**src/hw/rtl/lne_pkg.sv**
```systemverilog
// Line editor package: line depth, widths, result kinds, escape codes,
// and the control word that steers the row of line cells.
// No dependencies.
package lne_pkg;

    localparam int LINE_DEPTH = 32;
    localparam int LEN_W      = $clog2(LINE_DEPTH + 1);

    // Fixed key codes of the arrow sequences
    localparam logic [7:0] ESC_CODE     = 8'h1B;
    localparam logic [7:0] BRACKET_CODE = 8'h5B;
    localparam logic [7:0] LEFT_CODE    = 8'h44;
    localparam logic [7:0] RIGHT_CODE   = 8'h43;

    // Reset values of the configuration registers
    localparam logic [7:0] ENTER_RESET     = 8'd13;
    localparam logic [7:0] BACKSPACE_RESET = 8'd8;

    // Register indexes on the configuration port
    localparam logic REG_ENTER     = 1'b0;
    localparam logic REG_BACKSPACE = 1'b1;

    typedef enum logic [1:0] {
        KIND_ECHO = 2'd0,
        KIND_LINE = 2'd1,
        KIND_END  = 2'd2,
        KIND_DROP = 2'd3
    } kind_t;

    typedef enum logic [1:0] {
        ESC_IDLE = 2'd0,
        ESC_SEEN = 2'd1,
        ESC_CSI  = 2'd2
    } esc_t;

    typedef enum logic [1:0] {
        ST_IDLE,
        ST_ARROW_BR,
        ST_ARROW_FIN,
        ST_EMIT
    } state_t;

    // Cell operations: insert opens a gap at pos, delete closes the gap at pos
    typedef enum logic [1:0] {
        OP_HOLD   = 2'd0,
        OP_INSERT = 2'd1,
        OP_DELETE = 2'd2
    } cell_op_t;

    typedef struct packed {
        cell_op_t         op;
        logic [LEN_W-1:0] pos;
        logic [7:0]       din;
    } chain_ctl_t;

    typedef struct packed {
        logic [LEN_W-1:0] len;
        logic [LEN_W-1:0] cursor;
        logic             busy;
    } lne_status_t;

endpackage

```
**src/hw/rtl/lne_cell.sv**
```systemverilog
// One cell of the edit line: holds one byte and trades it with its neighbors.
// Depends on lne_pkg.
module lne_cell (
    input  logic                    clk,
    input  lne_pkg::chain_ctl_t     ctl,
    input  logic [lne_pkg::LEN_W-1:0] idx,
    input  logic [7:0]              left_byte,
    input  logic [7:0]              right_byte,
    output logic [7:0]              byte_q
);

    logic [7:0] byte_reg;
    logic [7:0] byte_next;

    // Insert: cell at pos takes the new byte, cells above take the left one.
    // Delete: cells from pos up take the right one.
    always_comb
    begin
        byte_next = byte_reg;
        unique case (ctl.op)
            lne_pkg::OP_INSERT:
            begin
                if (idx == ctl.pos)
                    byte_next = ctl.din;
                else if (idx > ctl.pos)
                    byte_next = left_byte;
            end
            lne_pkg::OP_DELETE:
            begin
                if (idx >= ctl.pos)
                    byte_next = right_byte;
            end
            default: byte_next = byte_reg;
        endcase
    end

    always_ff @(posedge clk)
    begin
        byte_reg <= byte_next;
    end

    assign byte_q = byte_reg;

endmodule

```
**src/hw/rtl/lne_ctrl.sv**
```systemverilog
// Line editor control: escape decoding, length and cursor, result sequencing
// and the output word register. Depends on lne_pkg.
module lne_ctrl (
    input  logic                  clk,
    input  logic                  rst_n,
    input  logic [7:0]            enter_code,
    input  logic [7:0]            backspace_code,
    input  logic                  in_valid,
    output logic                  in_ready,
    input  logic [7:0]            rx_byte,
    output logic                  out_valid,
    input  logic                  out_ready,
    output logic [1:0]            out_kind,
    output logic [7:0]            out_data,
    output logic                  out_last,
    input  logic [7:0]            head_byte,
    output lne_pkg::chain_ctl_t   ctl,
    output lne_pkg::lne_status_t  status
);

    localparam int LW = lne_pkg::LEN_W;

    lne_pkg::state_t state_reg, state_next;
    lne_pkg::esc_t   esc_reg, esc_next;
    logic [LW-1:0]   len_reg, len_next;
    logic [LW-1:0]   cur_reg, cur_next;
    logic [LW-1:0]   rem_reg, rem_next;
    logic [7:0]      arrow_reg, arrow_next;

    logic            valid_reg;
    logic [1:0]      kind_reg;
    logic [7:0]      data_reg;
    logic            last_reg;

    logic            slot_free;
    logic            accept;
    logic            arrow_left;
    logic            arrow_right;
    logic            arrow_go;
    logic            enter_go;

    logic            load;
    lne_pkg::kind_t  load_kind;
    logic [7:0]      load_data;
    logic            load_last;

    // Handshake and byte decode
    assign slot_free   = !valid_reg || out_ready;
    assign in_ready    = (state_reg == lne_pkg::ST_IDLE) && slot_free;
    assign accept      = in_valid && in_ready;
    assign arrow_left  = (esc_reg == lne_pkg::ESC_CSI) && (rx_byte == lne_pkg::LEFT_CODE)
                         && (cur_reg != '0);
    assign arrow_right = (esc_reg == lne_pkg::ESC_CSI) && (rx_byte == lne_pkg::RIGHT_CODE)
                         && (cur_reg < len_reg);
    assign arrow_go    = arrow_left || arrow_right;
    assign enter_go    = (esc_reg == lne_pkg::ESC_IDLE) && (rx_byte != lne_pkg::ESC_CODE)
                         && (rx_byte == enter_code);

    // Next state
    always_comb
    begin
        state_next = state_reg;
        unique case (state_reg)
            lne_pkg::ST_IDLE:
            begin
                if (accept && arrow_go)
                    state_next = lne_pkg::ST_ARROW_BR;
                else if (accept && enter_go)
                    state_next = lne_pkg::ST_EMIT;
            end
            lne_pkg::ST_ARROW_BR:
            begin
                if (slot_free)
                    state_next = lne_pkg::ST_ARROW_FIN;
            end
            lne_pkg::ST_ARROW_FIN:
            begin
                if (slot_free)
                    state_next = lne_pkg::ST_IDLE;
            end
            lne_pkg::ST_EMIT:
            begin
                if (slot_free && rem_reg == '0)
                    state_next = lne_pkg::ST_IDLE;
            end
            default: state_next = lne_pkg::ST_IDLE;
        endcase
    end

    // Datapath updates, cell control and result words
    always_comb
    begin
        esc_next   = esc_reg;
        len_next   = len_reg;
        cur_next   = cur_reg;
        rem_next   = rem_reg;
        arrow_next = arrow_reg;
        ctl.op     = lne_pkg::OP_HOLD;
        ctl.pos    = cur_reg;
        ctl.din    = rx_byte;
        load       = 1'b0;
        load_kind  = lne_pkg::KIND_ECHO;
        load_data  = 8'h00;
        load_last  = 1'b0;
        unique case (state_reg)
            lne_pkg::ST_IDLE:
            begin
                if (accept)
                begin
                    unique case (esc_reg)
                        lne_pkg::ESC_SEEN:
                        begin
                            esc_next = (rx_byte == lne_pkg::BRACKET_CODE) ?
                                       lne_pkg::ESC_CSI : lne_pkg::ESC_IDLE;
                        end
                        lne_pkg::ESC_CSI:
                        begin
                            esc_next = lne_pkg::ESC_IDLE;
                            if (arrow_go)
                            begin
                                cur_next   = arrow_left ? cur_reg - 1'b1 : cur_reg + 1'b1;
                                arrow_next = rx_byte;
                                load       = 1'b1;
                                load_data  = lne_pkg::ESC_CODE;
                            end
                        end
                        default:
                        begin
                            priority if (rx_byte == lne_pkg::ESC_CODE)
                                esc_next = lne_pkg::ESC_SEEN;
                            else if (rx_byte == enter_code)
                                rem_next = len_reg;
                            else if (rx_byte == backspace_code)
                            begin
                                if (cur_reg != '0)
                                begin
                                    ctl.op    = lne_pkg::OP_DELETE;
                                    ctl.pos   = cur_reg - 1'b1;
                                    len_next  = len_reg - 1'b1;
                                    cur_next  = cur_reg - 1'b1;
                                    load      = 1'b1;
                                    load_data = backspace_code;
                                    load_last = 1'b1;
                                end
                            end
                            else if (len_reg == LW'(lne_pkg::LINE_DEPTH))
                            begin
                                load      = 1'b1;
                                load_kind = lne_pkg::KIND_DROP;
                                load_last = 1'b1;
                            end
                            else
                            begin
                                ctl.op    = lne_pkg::OP_INSERT;
                                len_next  = len_reg + 1'b1;
                                cur_next  = cur_reg + 1'b1;
                                load      = 1'b1;
                                load_data = rx_byte;
                                load_last = 1'b1;
                            end
                        end
                    endcase
                end
            end
            lne_pkg::ST_ARROW_BR:
            begin
                if (slot_free)
                begin
                    load      = 1'b1;
                    load_data = lne_pkg::BRACKET_CODE;
                end
            end
            lne_pkg::ST_ARROW_FIN:
            begin
                if (slot_free)
                begin
                    load      = 1'b1;
                    load_data = arrow_reg;
                    load_last = 1'b1;
                end
            end
            lne_pkg::ST_EMIT:
            begin
                if (slot_free)
                begin
                    load = 1'b1;
                    if (rem_reg != '0)
                    begin
                        // Head cell goes out, the row shifts down by one
                        load_kind = lne_pkg::KIND_LINE;
                        load_data = head_byte;
                        ctl.op    = lne_pkg::OP_DELETE;
                        ctl.pos   = '0;
                        rem_next  = rem_reg - 1'b1;
                    end
                    else
                    begin
                        load_kind = lne_pkg::KIND_END;
                        load_last = 1'b1;
                        len_next  = '0;
                        cur_next  = '0;
                    end
                end
            end
            default: ;
        endcase
    end

    // Control registers
    always_ff @(posedge clk or negedge rst_n)
    begin
        if (!rst_n)
        begin
            state_reg <= lne_pkg::ST_IDLE;
            esc_reg   <= lne_pkg::ESC_IDLE;
            len_reg   <= '0;
            cur_reg   <= '0;
            rem_reg   <= '0;
            valid_reg <= 1'b0;
        end
        else
        begin
            state_reg <= state_next;
            esc_reg   <= esc_next;
            len_reg   <= len_next;
            cur_reg   <= cur_next;
            rem_reg   <= rem_next;
            if (load)
                valid_reg <= 1'b1;
            else if (out_ready)
                valid_reg <= 1'b0;
        end
    end

    // Payload registers
    always_ff @(posedge clk)
    begin
        arrow_reg <= arrow_next;
        if (load)
        begin
            kind_reg <= load_kind;
            data_reg <= load_data;
            last_reg <= load_last;
        end
    end

    assign out_valid     = valid_reg;
    assign out_kind      = kind_reg;
    assign out_data      = data_reg;
    assign out_last      = last_reg;
    assign status.len    = len_reg;
    assign status.cursor = cur_reg;
    assign status.busy   = (state_reg != lne_pkg::ST_IDLE);

endmodule

```
**src/hw/rtl/serial_console_line_editor_top.sv**
```systemverilog
// Serial console line editor top level: configuration registers, the row of
// line cells and the control unit. Depends on lne_pkg, lne_cell, lne_ctrl.
//
// Takes one console byte per word and keeps an edit line of up to 32 bytes
// in a row of byte cells that shift as a unit. A plain byte is inserted at
// the cursor and echoed, backspace deletes before the cursor, ESC [ D and
// ESC [ C move the cursor, and enter sends the line (kind 1 words, then an
// end word of kind 2) and clears it. An arrow key that moves the cursor
// echoes three words, and on enter the line leaves the head cell one byte
// per cycle while the output register is free and the row shifts down.
// Input is taken only when the previous byte's words are all loaded into
// the output register.
// Registers: 0x0 enter code (reset 13), 0x4 backspace code (reset 8).
module serial_console_line_editor_top (
    input  logic        clk,
    input  logic        rst_n,
    // configuration port
    input  logic        psel,
    input  logic        penable,
    input  logic        pwrite,
    input  logic [2:0]  paddr,
    input  logic [31:0] pwdata,
    output logic [31:0] prdata,
    output logic        pready,
    // input stream
    input  logic        s_tvalid,
    output logic        s_tready,
    input  logic [7:0]  s_tdata,   // [7:0] rx_byte
    // output stream
    output logic        m_tvalid,
    input  logic        m_tready,
    output logic [7:0]  m_tdata,   // [7:0] data
    output logic [1:0]  m_tuser,   // [1:0] kind
    output logic        m_tlast
);

    localparam int LW = lne_pkg::LEN_W;

    logic [7:0]           enter_reg;
    logic [7:0]           backspace_reg;
    logic                 reg_sel;
    lne_pkg::chain_ctl_t  ctl;
    lne_pkg::lne_status_t status;
    logic [7:0]           cell_q [lne_pkg::LINE_DEPTH];

    // Configuration registers; the word offset alone selects the register
    assign pready  = 1'b1;
    assign reg_sel = paddr[2];

    always_ff @(posedge clk or negedge rst_n)
    begin
        if (!rst_n)
        begin
            enter_reg     <= lne_pkg::ENTER_RESET;
            backspace_reg <= lne_pkg::BACKSPACE_RESET;
        end
        else if (psel && penable && pwrite && pready)
        begin
            if (reg_sel == lne_pkg::REG_ENTER)
                enter_reg <= pwdata[7:0];
            else
                backspace_reg <= pwdata[7:0];
        end
    end

    always_comb
    begin
        prdata = {24'h000000, (reg_sel == lne_pkg::REG_ENTER) ? enter_reg : backspace_reg};
        if (paddr[1:0] != 2'b00)
            prdata = 32'h0;
    end

    // Row of line cells
    genvar g;
    generate
        for (g = 0; g < lne_pkg::LINE_DEPTH; g++)
        begin : g_cell
            logic [7:0] left_byte;
            logic [7:0] right_byte;
            if (g == 0)
            begin : g_first
                assign left_byte = 8'h00;
            end
            else
            begin : g_mid
                assign left_byte = cell_q[g-1];
            end
            if (g == lne_pkg::LINE_DEPTH - 1)
            begin : g_last
                assign right_byte = 8'h00;
            end
            else
            begin : g_inner
                assign right_byte = cell_q[g+1];
            end
            lne_cell u_cell (
                .clk        (clk),
                .ctl        (ctl),
                .idx        (LW'(g)),
                .left_byte  (left_byte),
                .right_byte (right_byte),
                .byte_q     (cell_q[g])
            );
        end
    endgenerate

    // Control unit
    lne_ctrl u_ctrl (
        .clk            (clk),
        .rst_n          (rst_n),
        .enter_code     (enter_reg),
        .backspace_code (backspace_reg),
        .in_valid       (s_tvalid),
        .in_ready       (s_tready),
        .rx_byte        (s_tdata),
        .out_valid      (m_tvalid),
        .out_ready      (m_tready),
        .out_kind       (m_tuser),
        .out_data       (m_tdata),
        .out_last       (m_tlast),
        .head_byte      (cell_q[0]),
        .ctl            (ctl),
        .status         (status)
    );

    // Cursor never passes the end of the line
    a_cursor_in_line: assert property (@(posedge clk) disable iff (!rst_n)
        status.cursor <= status.len)
        else $error("cursor beyond line length");

    // Line never grows past the cell row
    a_len_bound: assert property (@(posedge clk) disable iff (!rst_n)
        status.len <= LW'(lne_pkg::LINE_DEPTH))
        else $error("line length beyond depth");

    // An end word leaves an empty line behind
    a_end_clears: assert property (@(posedge clk) disable iff (!rst_n)
        (m_tvalid && m_tready && m_tuser == lne_pkg::KIND_END && !status.busy)
        |-> (status.len == '0))
        else $error("line not cleared after end word");

    // Input is never taken while a multi-word sequence is running
    a_no_take_busy: assert property (@(posedge clk) disable iff (!rst_n)
        status.busy |-> !s_tready)
        else $error("input taken while busy");

endmodule
```
**config.mk**
```make
export PLATFORM = sky130hd
export DESIGN_NAME = serial_console_line_editor_top
export DESIGN_NICKNAME = d
export VERILOG_FILES = /design/src/hw/rtl/lne_pkg.sv /design/src/hw/rtl/lne_cell.sv /design/src/hw/rtl/lne_ctrl.sv /design/src/hw/rtl/serial_console_line_editor_top.sv
export SDC_FILE = /design/constraint.sdc
export NUM_CORES = 1
export LEC_CHECK = 0
export ABC_AREA = 1
export BUFFER_PORTS_ARGS = -buffer_cell sky130_fd_sc_hd__buf_2
export CORE_ASPECT_RATIO = 1.25
export CORE_UTILIZATION = 45
export DETAILED_ROUTE_END_ITERATION = 8
export PLACE_DENSITY = 0.72
export SLEW_MARGIN = 20
export SYNTH_ARGS = -nofsm -noshare
export SYNTH_HDL_FRONTEND = slang
export SYNTH_SLANG_ARGS = --single-unit
export TNS_END_PERCENT = 10
```
**constraint.sdc**
```tcl
create_clock -name clk -period 4.9 [get_ports clk]
set_input_delay 0 -clock clk [delete_from_list [all_inputs] [get_ports clk]]
set_output_delay 0 -clock clk [all_outputs]
set_load 0.03 [all_outputs]
```
==> results_dict.tcl, run 1 <==
set metrics [dict create \
    tightest_slew_ns 1.07 \
    fin_setup_tns_ns 0 \
    wire_per_inst_um 17.3 \
    die_height_um 238 \
    hp-class "primary input to flop" \
    antenna_found_initial 0 \
    n_fill_cell 4213 \
    die_x_um 191 \
    fin_skew_ns 0.0281 \
    viasPerCell 5.52 \
    slew_headroom_pct 28.3 \
    portBuffers 46 \
    period_minus_slack_ns 4.38 \
    rsz0062_at_grt "false" \
    register_area_um2 9240 \
    ir_worst_vdd_v 0.000457 \
    vias 17800 \
    place.gp.congestion 0.905 \
    power_per_cell_area_nw_per_um2 641 \
    grt_pass1_vias 17500 \
    root_buffer "clkbuf_16" \
    holdWs_ns 0.0392 \
    synth-main-ff-cell "edfxtp_1" \
    start_util_pct 45.6 \
    pin_count 96 \
    finalCritPeriodShare_pct 89.5 \
    power.switching_w 0.00628 \
    switching_share_pct 44.4 \
    rows 86 \
    avgSynthCellArea_um2 7.61 \
    slew_violations 0 \
    cts_tree "built" \
    cp.arrival_ns 4.56 \
    drc 0 \
    layout_commonest_cell "nand2_1" \
    grt_use_met3_pct 3.13 \
    wl_um 55900 \
    grt_pass1_wl_um 90400 \
    syn_inst 2644 \
    grt.busiest_layer "met2" \
    yosys_warnings 0 \
    cts.path.max_buffers 3 \
    yosysTopAreaCell "edfxtp_1" \
    status "finished, final reports clean" \
    ys_seq_area_share_pct 45.9 \
    maxCapViolations 0 \
    seq_power_share_pct 34.7 \
    dp_hpwl_um 36700 \
    setup.worst_path.start_class "primary input" \
    use_met1_pct 30.8 \
    internal_power_w 0.00787 \
    path_clk_slew_ns 0.06 \
    synth_cell_types 50 \
    synthArstFlopShare_pct 12.4 \
    ant_nets 0 \
    drtIter0Drc 1982 \
    crit_path_end_kind "flop" \
    grt_max_degree 193 \
    final_cell_mix "919 x nand2_1, 362 x nand3_1, 323 x inv_1, 275 x edfxtp_1, 170 x nand4_1" \
    power_frac_comb_pct 44.9 \
    fmax_mhz 228 \
    first_pass_iters 6 \
    syn_area_um2 20100 \
    met2_usage_pct 42.5 \
    h-tree-depth 2 \
    setup_viol 0 \
    critPathRequiredTime_ns 5.07 \
    finalHoldViolCount 0 \
    antenna_cells 0 \
    critPathMaxFanout 17 \
    netlist.area_leader.share_pct 41.0 \
    largest_register_ffs 256 \
    multi_input_area_um2 8680 \
    clock_power_share_pct 20.5 \
    synth-seq-cells 314 \
    insertion_delay_ns 0.56 \
    synth_edf_count 275 \
    drive_above_1_share_pct 9.25 \
    p_leak_nw 10.3 \
    core_um2 44100 \
    cts_buffers 37 \
    clock_sinks 314 \
    area_delta_synth_final_pct 9.64 \
    die_area_um2 45600 \
    grt-ovfl-total 0 \
    layout.nets 2703 \
    groute.usage.overall_pct 24.5 \
    post_cts_resized 0 \
    crit_type "primary input to flop" \
    synth_area_leaders "edfxtp_1 41%, nand2_1 17%, nand3_1 9.0%, inv_1 6.0%, nand4_1 5.3%" \
]
==> routing by layer <==
layer | wire length, um | vias to the layer above
met3 | 4030 | 146
met1 | 22200 | 8249
li1 | - | 8660
met4 | 2170 | 0
met2 | 27500 | 788
met5 | 0 | -
==> power by group through the flow <==
stage	logic [W]	registers, W	clock network [W]
2_1_floorplan	0.00459	0.00487	0
4_1_cts	0.00628	0.00490	0.00293
3_3_place_gp	0.00605	0.00491	0
6_report	0.00635	0.00491	0.00289
3_5_place_dp	0.00624	0.00495	0
5_1_grt	0.00705	0.00500	0.00302
==> cells by family (layout without fill, tap and decap cells) <==
group                    count (synthesis)  after routing  share of synthesized area [%]
AO/OA/AOI/OAI                          159            159                           4.46
XOR/XNOR                                16             16                          0.696
adder cells (fa/ha/maj)                 23             23                           1.47
buffers and inverters                  542            534                           11.5
flip-flops                             314            314                           45.9
other                                    2             25                         0.0373
AND/OR/NAND/NOR                       1588           1588                           35.9
==> critical path, cell delays in order <==
cell           delay (ns)
dlygate4sd3_1        0.52
buf_2                0.24
clkinv_2             0.39
nand2_1              0.16
nand2_1              0.07
nand2_1              0.07
nor2_1               0.06
nand2_1              0.34
inv_2                0.14
nor2_1               0.45
nand2_1              0.22
ha_4                 0.22
nor2_1               0.22
inv_1                0.29
nand2_1              0.15
nand2_1              0.11
inv_1                0.31
nand2_1              0.15
o21ai_1              0.42
==> final cells by class <==
type	instances	share of cell area [%]
clock buffers	43	4.34
inverters	345	5.92
well taps	572	3.24
flip-flops and latches	314	41.9
multi-input cells	1811	39.3
repair buffers	121	3.95
clock inverters	25	1.37
==> synthesized netlist by cell type (11+ instances only) <==
library cell and n:
a211oi_1 11, a21oi_1 32, buf_1 11, buf_2 42, buf_4 49, clkbuf_1 89, dfrtp_1 35, edfxtp_1 275
ha_1 22, inv_1 324, inv_2 17, nand2_1 919, nand3_1 362, nand3_2 22, nand4_1 170, nor2_1 66
nor2_4 11, o21ai_0 72
==> repair_timing <==
| item | 4_1_cts | 5_1_grt |
|---|---|---|
| endpoints found under the hold margin | 64 | 0 |
| endpoints found under the setup margin | 0 | 0 |
| hold buffers | 17 | 0 |
| setup buffers | 0 | 0 |
==> worst paths after layout <==
| path | slack (ns) | end | from | depth (start not counted) |
|---|---|---|---|---|
| max | 0.52 | g_cell[12].u_cell.byte_q[1] | s_tdata[1] | 19 |
| min in group asynchronous | 0.15 | backspace_reg[6] | rst_n | 2 |
| min reg2reg | 0.52 | backspace_reg[1] | backspace_reg[1] | 2 |
| max in group asynchronous | 4.17 | u_ctrl.len_reg[1] | rst_n | 2 |
| min | 0.04 | u_ctrl.esc_reg[1] | s_tvalid | 5 |
| max reg2reg | 0.61 | g_cell[12].u_cell.byte_q[1] | u_ctrl.state_reg[0] | 17 |
==> stage by stage <==
step / instances / total power [W] / worst slack (ns) / util [%] / cell area (um^2)
after floorplan: 2667 / 0.00946 / 1.39 / - / 20200
final: 3231 / 0.0142 / 0.516 / 50.0 / 22100
after detailed placement: 3145 / 0.0112 / 0.646 / 46.8 / 20600
after CTS: 3230 / 0.0141 / 0.682 / 50.0 / 22100
after global placement: 3145 / 0.0110 / 0.821 / 46.8 / 20600
after global routing: 3231 / 0.0151 / 0.157 / 50.0 / 22100
No activity file was read; power rests on OpenSTA's default activity.
==> run 2, diff against run 1 <==
--- a/config.mk
+++ b/config.mk
@@ -8,9 +8,9 @@
 export ABC_AREA = 1
 export BUFFER_PORTS_ARGS = -buffer_cell sky130_fd_sc_hd__buf_2
 export CORE_ASPECT_RATIO = 1.25
-export CORE_UTILIZATION = 45
+export CORE_UTILIZATION = 60
 export DETAILED_ROUTE_END_ITERATION = 8
-export PLACE_DENSITY = 0.72
+export PLACE_DENSITY = 0.78
 export SLEW_MARGIN = 20
 export SYNTH_ARGS = -nofsm -noshare
 export SYNTH_HDL_FRONTEND = slang
==> results_dict.tcl, run 2 (synthesis results as in run 1) <==
set metrics [dict create \
    status "finished with violations" \
    failed_checks "DRC" \
    max_stage_delay_ns 0.42 \
    antenna_cells 0 \
    multi_input_area_um2 8690 \
    slew_violations 0 \
    core_um2 32900 \
    worst-path-buf-inv 4 \
    h-tree-depth 2 \
    drive_above_1_share_pct 8.99 \
    cts_hold_buffers 18 \
    wire_per_inst_um 17.9 \
    drtIter0Drc 2115 \
    slew_headroom_pct 15.8 \
    hp-class "primary input to flop" \
    cts_tree "built" \
    critPathMaxFanout 13 \
    crit_type "flop to flop" \
    layout.nets 2698 \
    setup_viol 0 \
    root_buffer "clkbuf_16" \
    dpl.cell_count 2988 \
    register_area_um2 9240 \
    power.total_w 0.0139 \
    ir_worst_vdd_v 0.000331 \
    critPathRequiredTime_ns 5.06 \
    tightest_slew_ns 1.26 \
    power_per_cell_area_nw_per_um2 641 \
    crit_family "simple AND/OR/NAND/NOR gates" \
    finalHoldViolCount 0 \
    fin_cells 3064 \
    wl_um 54800 \
    period_minus_slack_ns 4.30 \
    first_pass_iters 8 \
    rsz0062_at_grt "false" \
    cts_setup_buffers 0 \
    setup_slack_ns 0.596 \
    setup.worst_path.start_class "flop" \
    die_area_um2 34300 \
    dp_slack_ns 0.680 \
    grt-ovfl-total 0 \
    grt_max_degree 242 \
    ant_nets 0 \
    final_cell_mix "919 x nand2_1, 362 x nand3_1, 323 x inv_1, 275 x edfxtp_1, 170 x nand4_1" \
    viasPerCell 5.93 \
    dp_hpwl_um 35000 \
    p_leak_nw 10.2 \
    finalCritPeriodShare_pct 87.8 \
    fmax_mhz 232 \
    groute.usage.overall_pct 32.1 \
    drc 12 \
    grt_pass1_vias 17600 \
    fin_skew_ns 0.0351 \
    crit_path_end_kind "flop" \
    cts.path.max_buffers 3 \
    insertion_delay_ns 0.54 \
    largest_register_ffs 256 \
    area_delta_synth_final_pct 7.92 \
    portBuffers 46 \
    crit_chain "inv_1 > ha_1 > nand3_1 > nor2_2 > nand2_1 > nor2_4 > nand2_2 > a21oi_1 > inv_1 > ha_1 > nor2_1 > inv_1 > nand2_1 > nand2_1 > inv_1 > nand2_1 > o21ai_1" \
    fin_setup_tns_ns 0 \
    vias 18200 \
    clock_sinks 314 \
    maxCapViolations 0 \
    antenna_found_initial 0 \
    die_x_um 166 \
    start_util_pct 61.2 \
    pin_count 96 \
    die_height_um 207 \
    post_cts_resized 0 \
    place.gp.congestion 0.926 \
    path_clk_slew_ns 0.06 \
    worst_path_max_delay_cell "o21ai_1" \
    rows 74 \
    n_fill_cell 2698 \
    grt_pass1_wl_um 88700 \
    layout_commonest_cell "nand2_1" \
    cts_buffers 35 \
    cp.arrival_ns 4.47 \
]
==> run 2: changes by cell type in the layout (fill, tap and decap cells not counted), moves of 2 or more <==
cell	previous run	this run
clkinv_8	2	0
bufinv_16	6	4
clkbuf_16	37	35
clkinv_1	9	5
clkbuf_8	1	5
buf_4	54	52
clkinv_2	7	5
==> run 2: metal layers <==
metal	wire (um)	global-route usage, %	vias to the layer above	share of wire (%)
li1	-	-	8637	-
met5	0	0	-	0
met4	1970	13.8	0	3.6
met3	4540	4.50	153	8.3
met1	21900	40.4	8483	40
met2	26500	55.7	911	48
==> run 2: path summary, 6_finish.rpt <==
path                                      from                           to  slack [ns]  depth (start not counted)
max                        u_ctrl.state_reg[0]  g_cell[12].u_cell.byte_q[0]        0.60                         17
min                                   s_tvalid            u_ctrl.esc_reg[0]        0.07                          4
max reg2reg                u_ctrl.state_reg[0]  g_cell[12].u_cell.byte_q[0]        0.60                         17
min reg2reg                       enter_reg[3]                 enter_reg[3]        0.51                          2
max in group asynchronous                rst_n            u_ctrl.cur_reg[3]        4.10                          2
min in group asynchronous                rst_n            u_ctrl.rem_reg[0]        0.16                          2
==> run 2: cell type report <==
type | count | area share (%)
multi-input cells | 1811 | 40.0
repair buffers | 118 | 3.87
well taps | 418 | 2.41
flip-flops and latches | 314 | 42.5
clock buffers | 44 | 4.42
clock inverters | 14 | 0.789
inverters | 345 | 6.01
==> run 2: where the power goes <==
part	total [W]	switching (W)	internal, W
registers	0.00489	0.000479	0.00441
clock network	0.00269	0.00110	0.00159
logic	0.00636	0.00464	0.00172
total	0.0139	0.00621	0.00772
==> run 2: stage by stage <==
step,util (%),cell area (um^2),hold WS [ns]
2_1_floorplan,-,20200,-0.296
3_3_place_gp,62.1,20400,0.187
3_5_place_dp,62.1,20400,0.201
4_1_cts,66.1,21700,0.0400
5_1_grt,66.1,21700,0.0899
6_report,66.1,21700,0.0684
==> run 2: worst register-to-register path, cell delays in order (launching register included) <==
cell and delay [ns]:
dfrtp_1 0.41, inv_1 0.12, ha_1 0.25, nand3_1 0.21
nor2_2 0.33, nand2_1 0.15, nor2_4 0.16, nand2_2 0.10
a21oi_1 0.29, inv_1 0.08, ha_1 0.18, nor2_1 0.23
inv_1 0.26, nand2_1 0.13, nand2_1 0.11, inv_1 0.30
nand2_1 0.18, o21ai_1 0.43
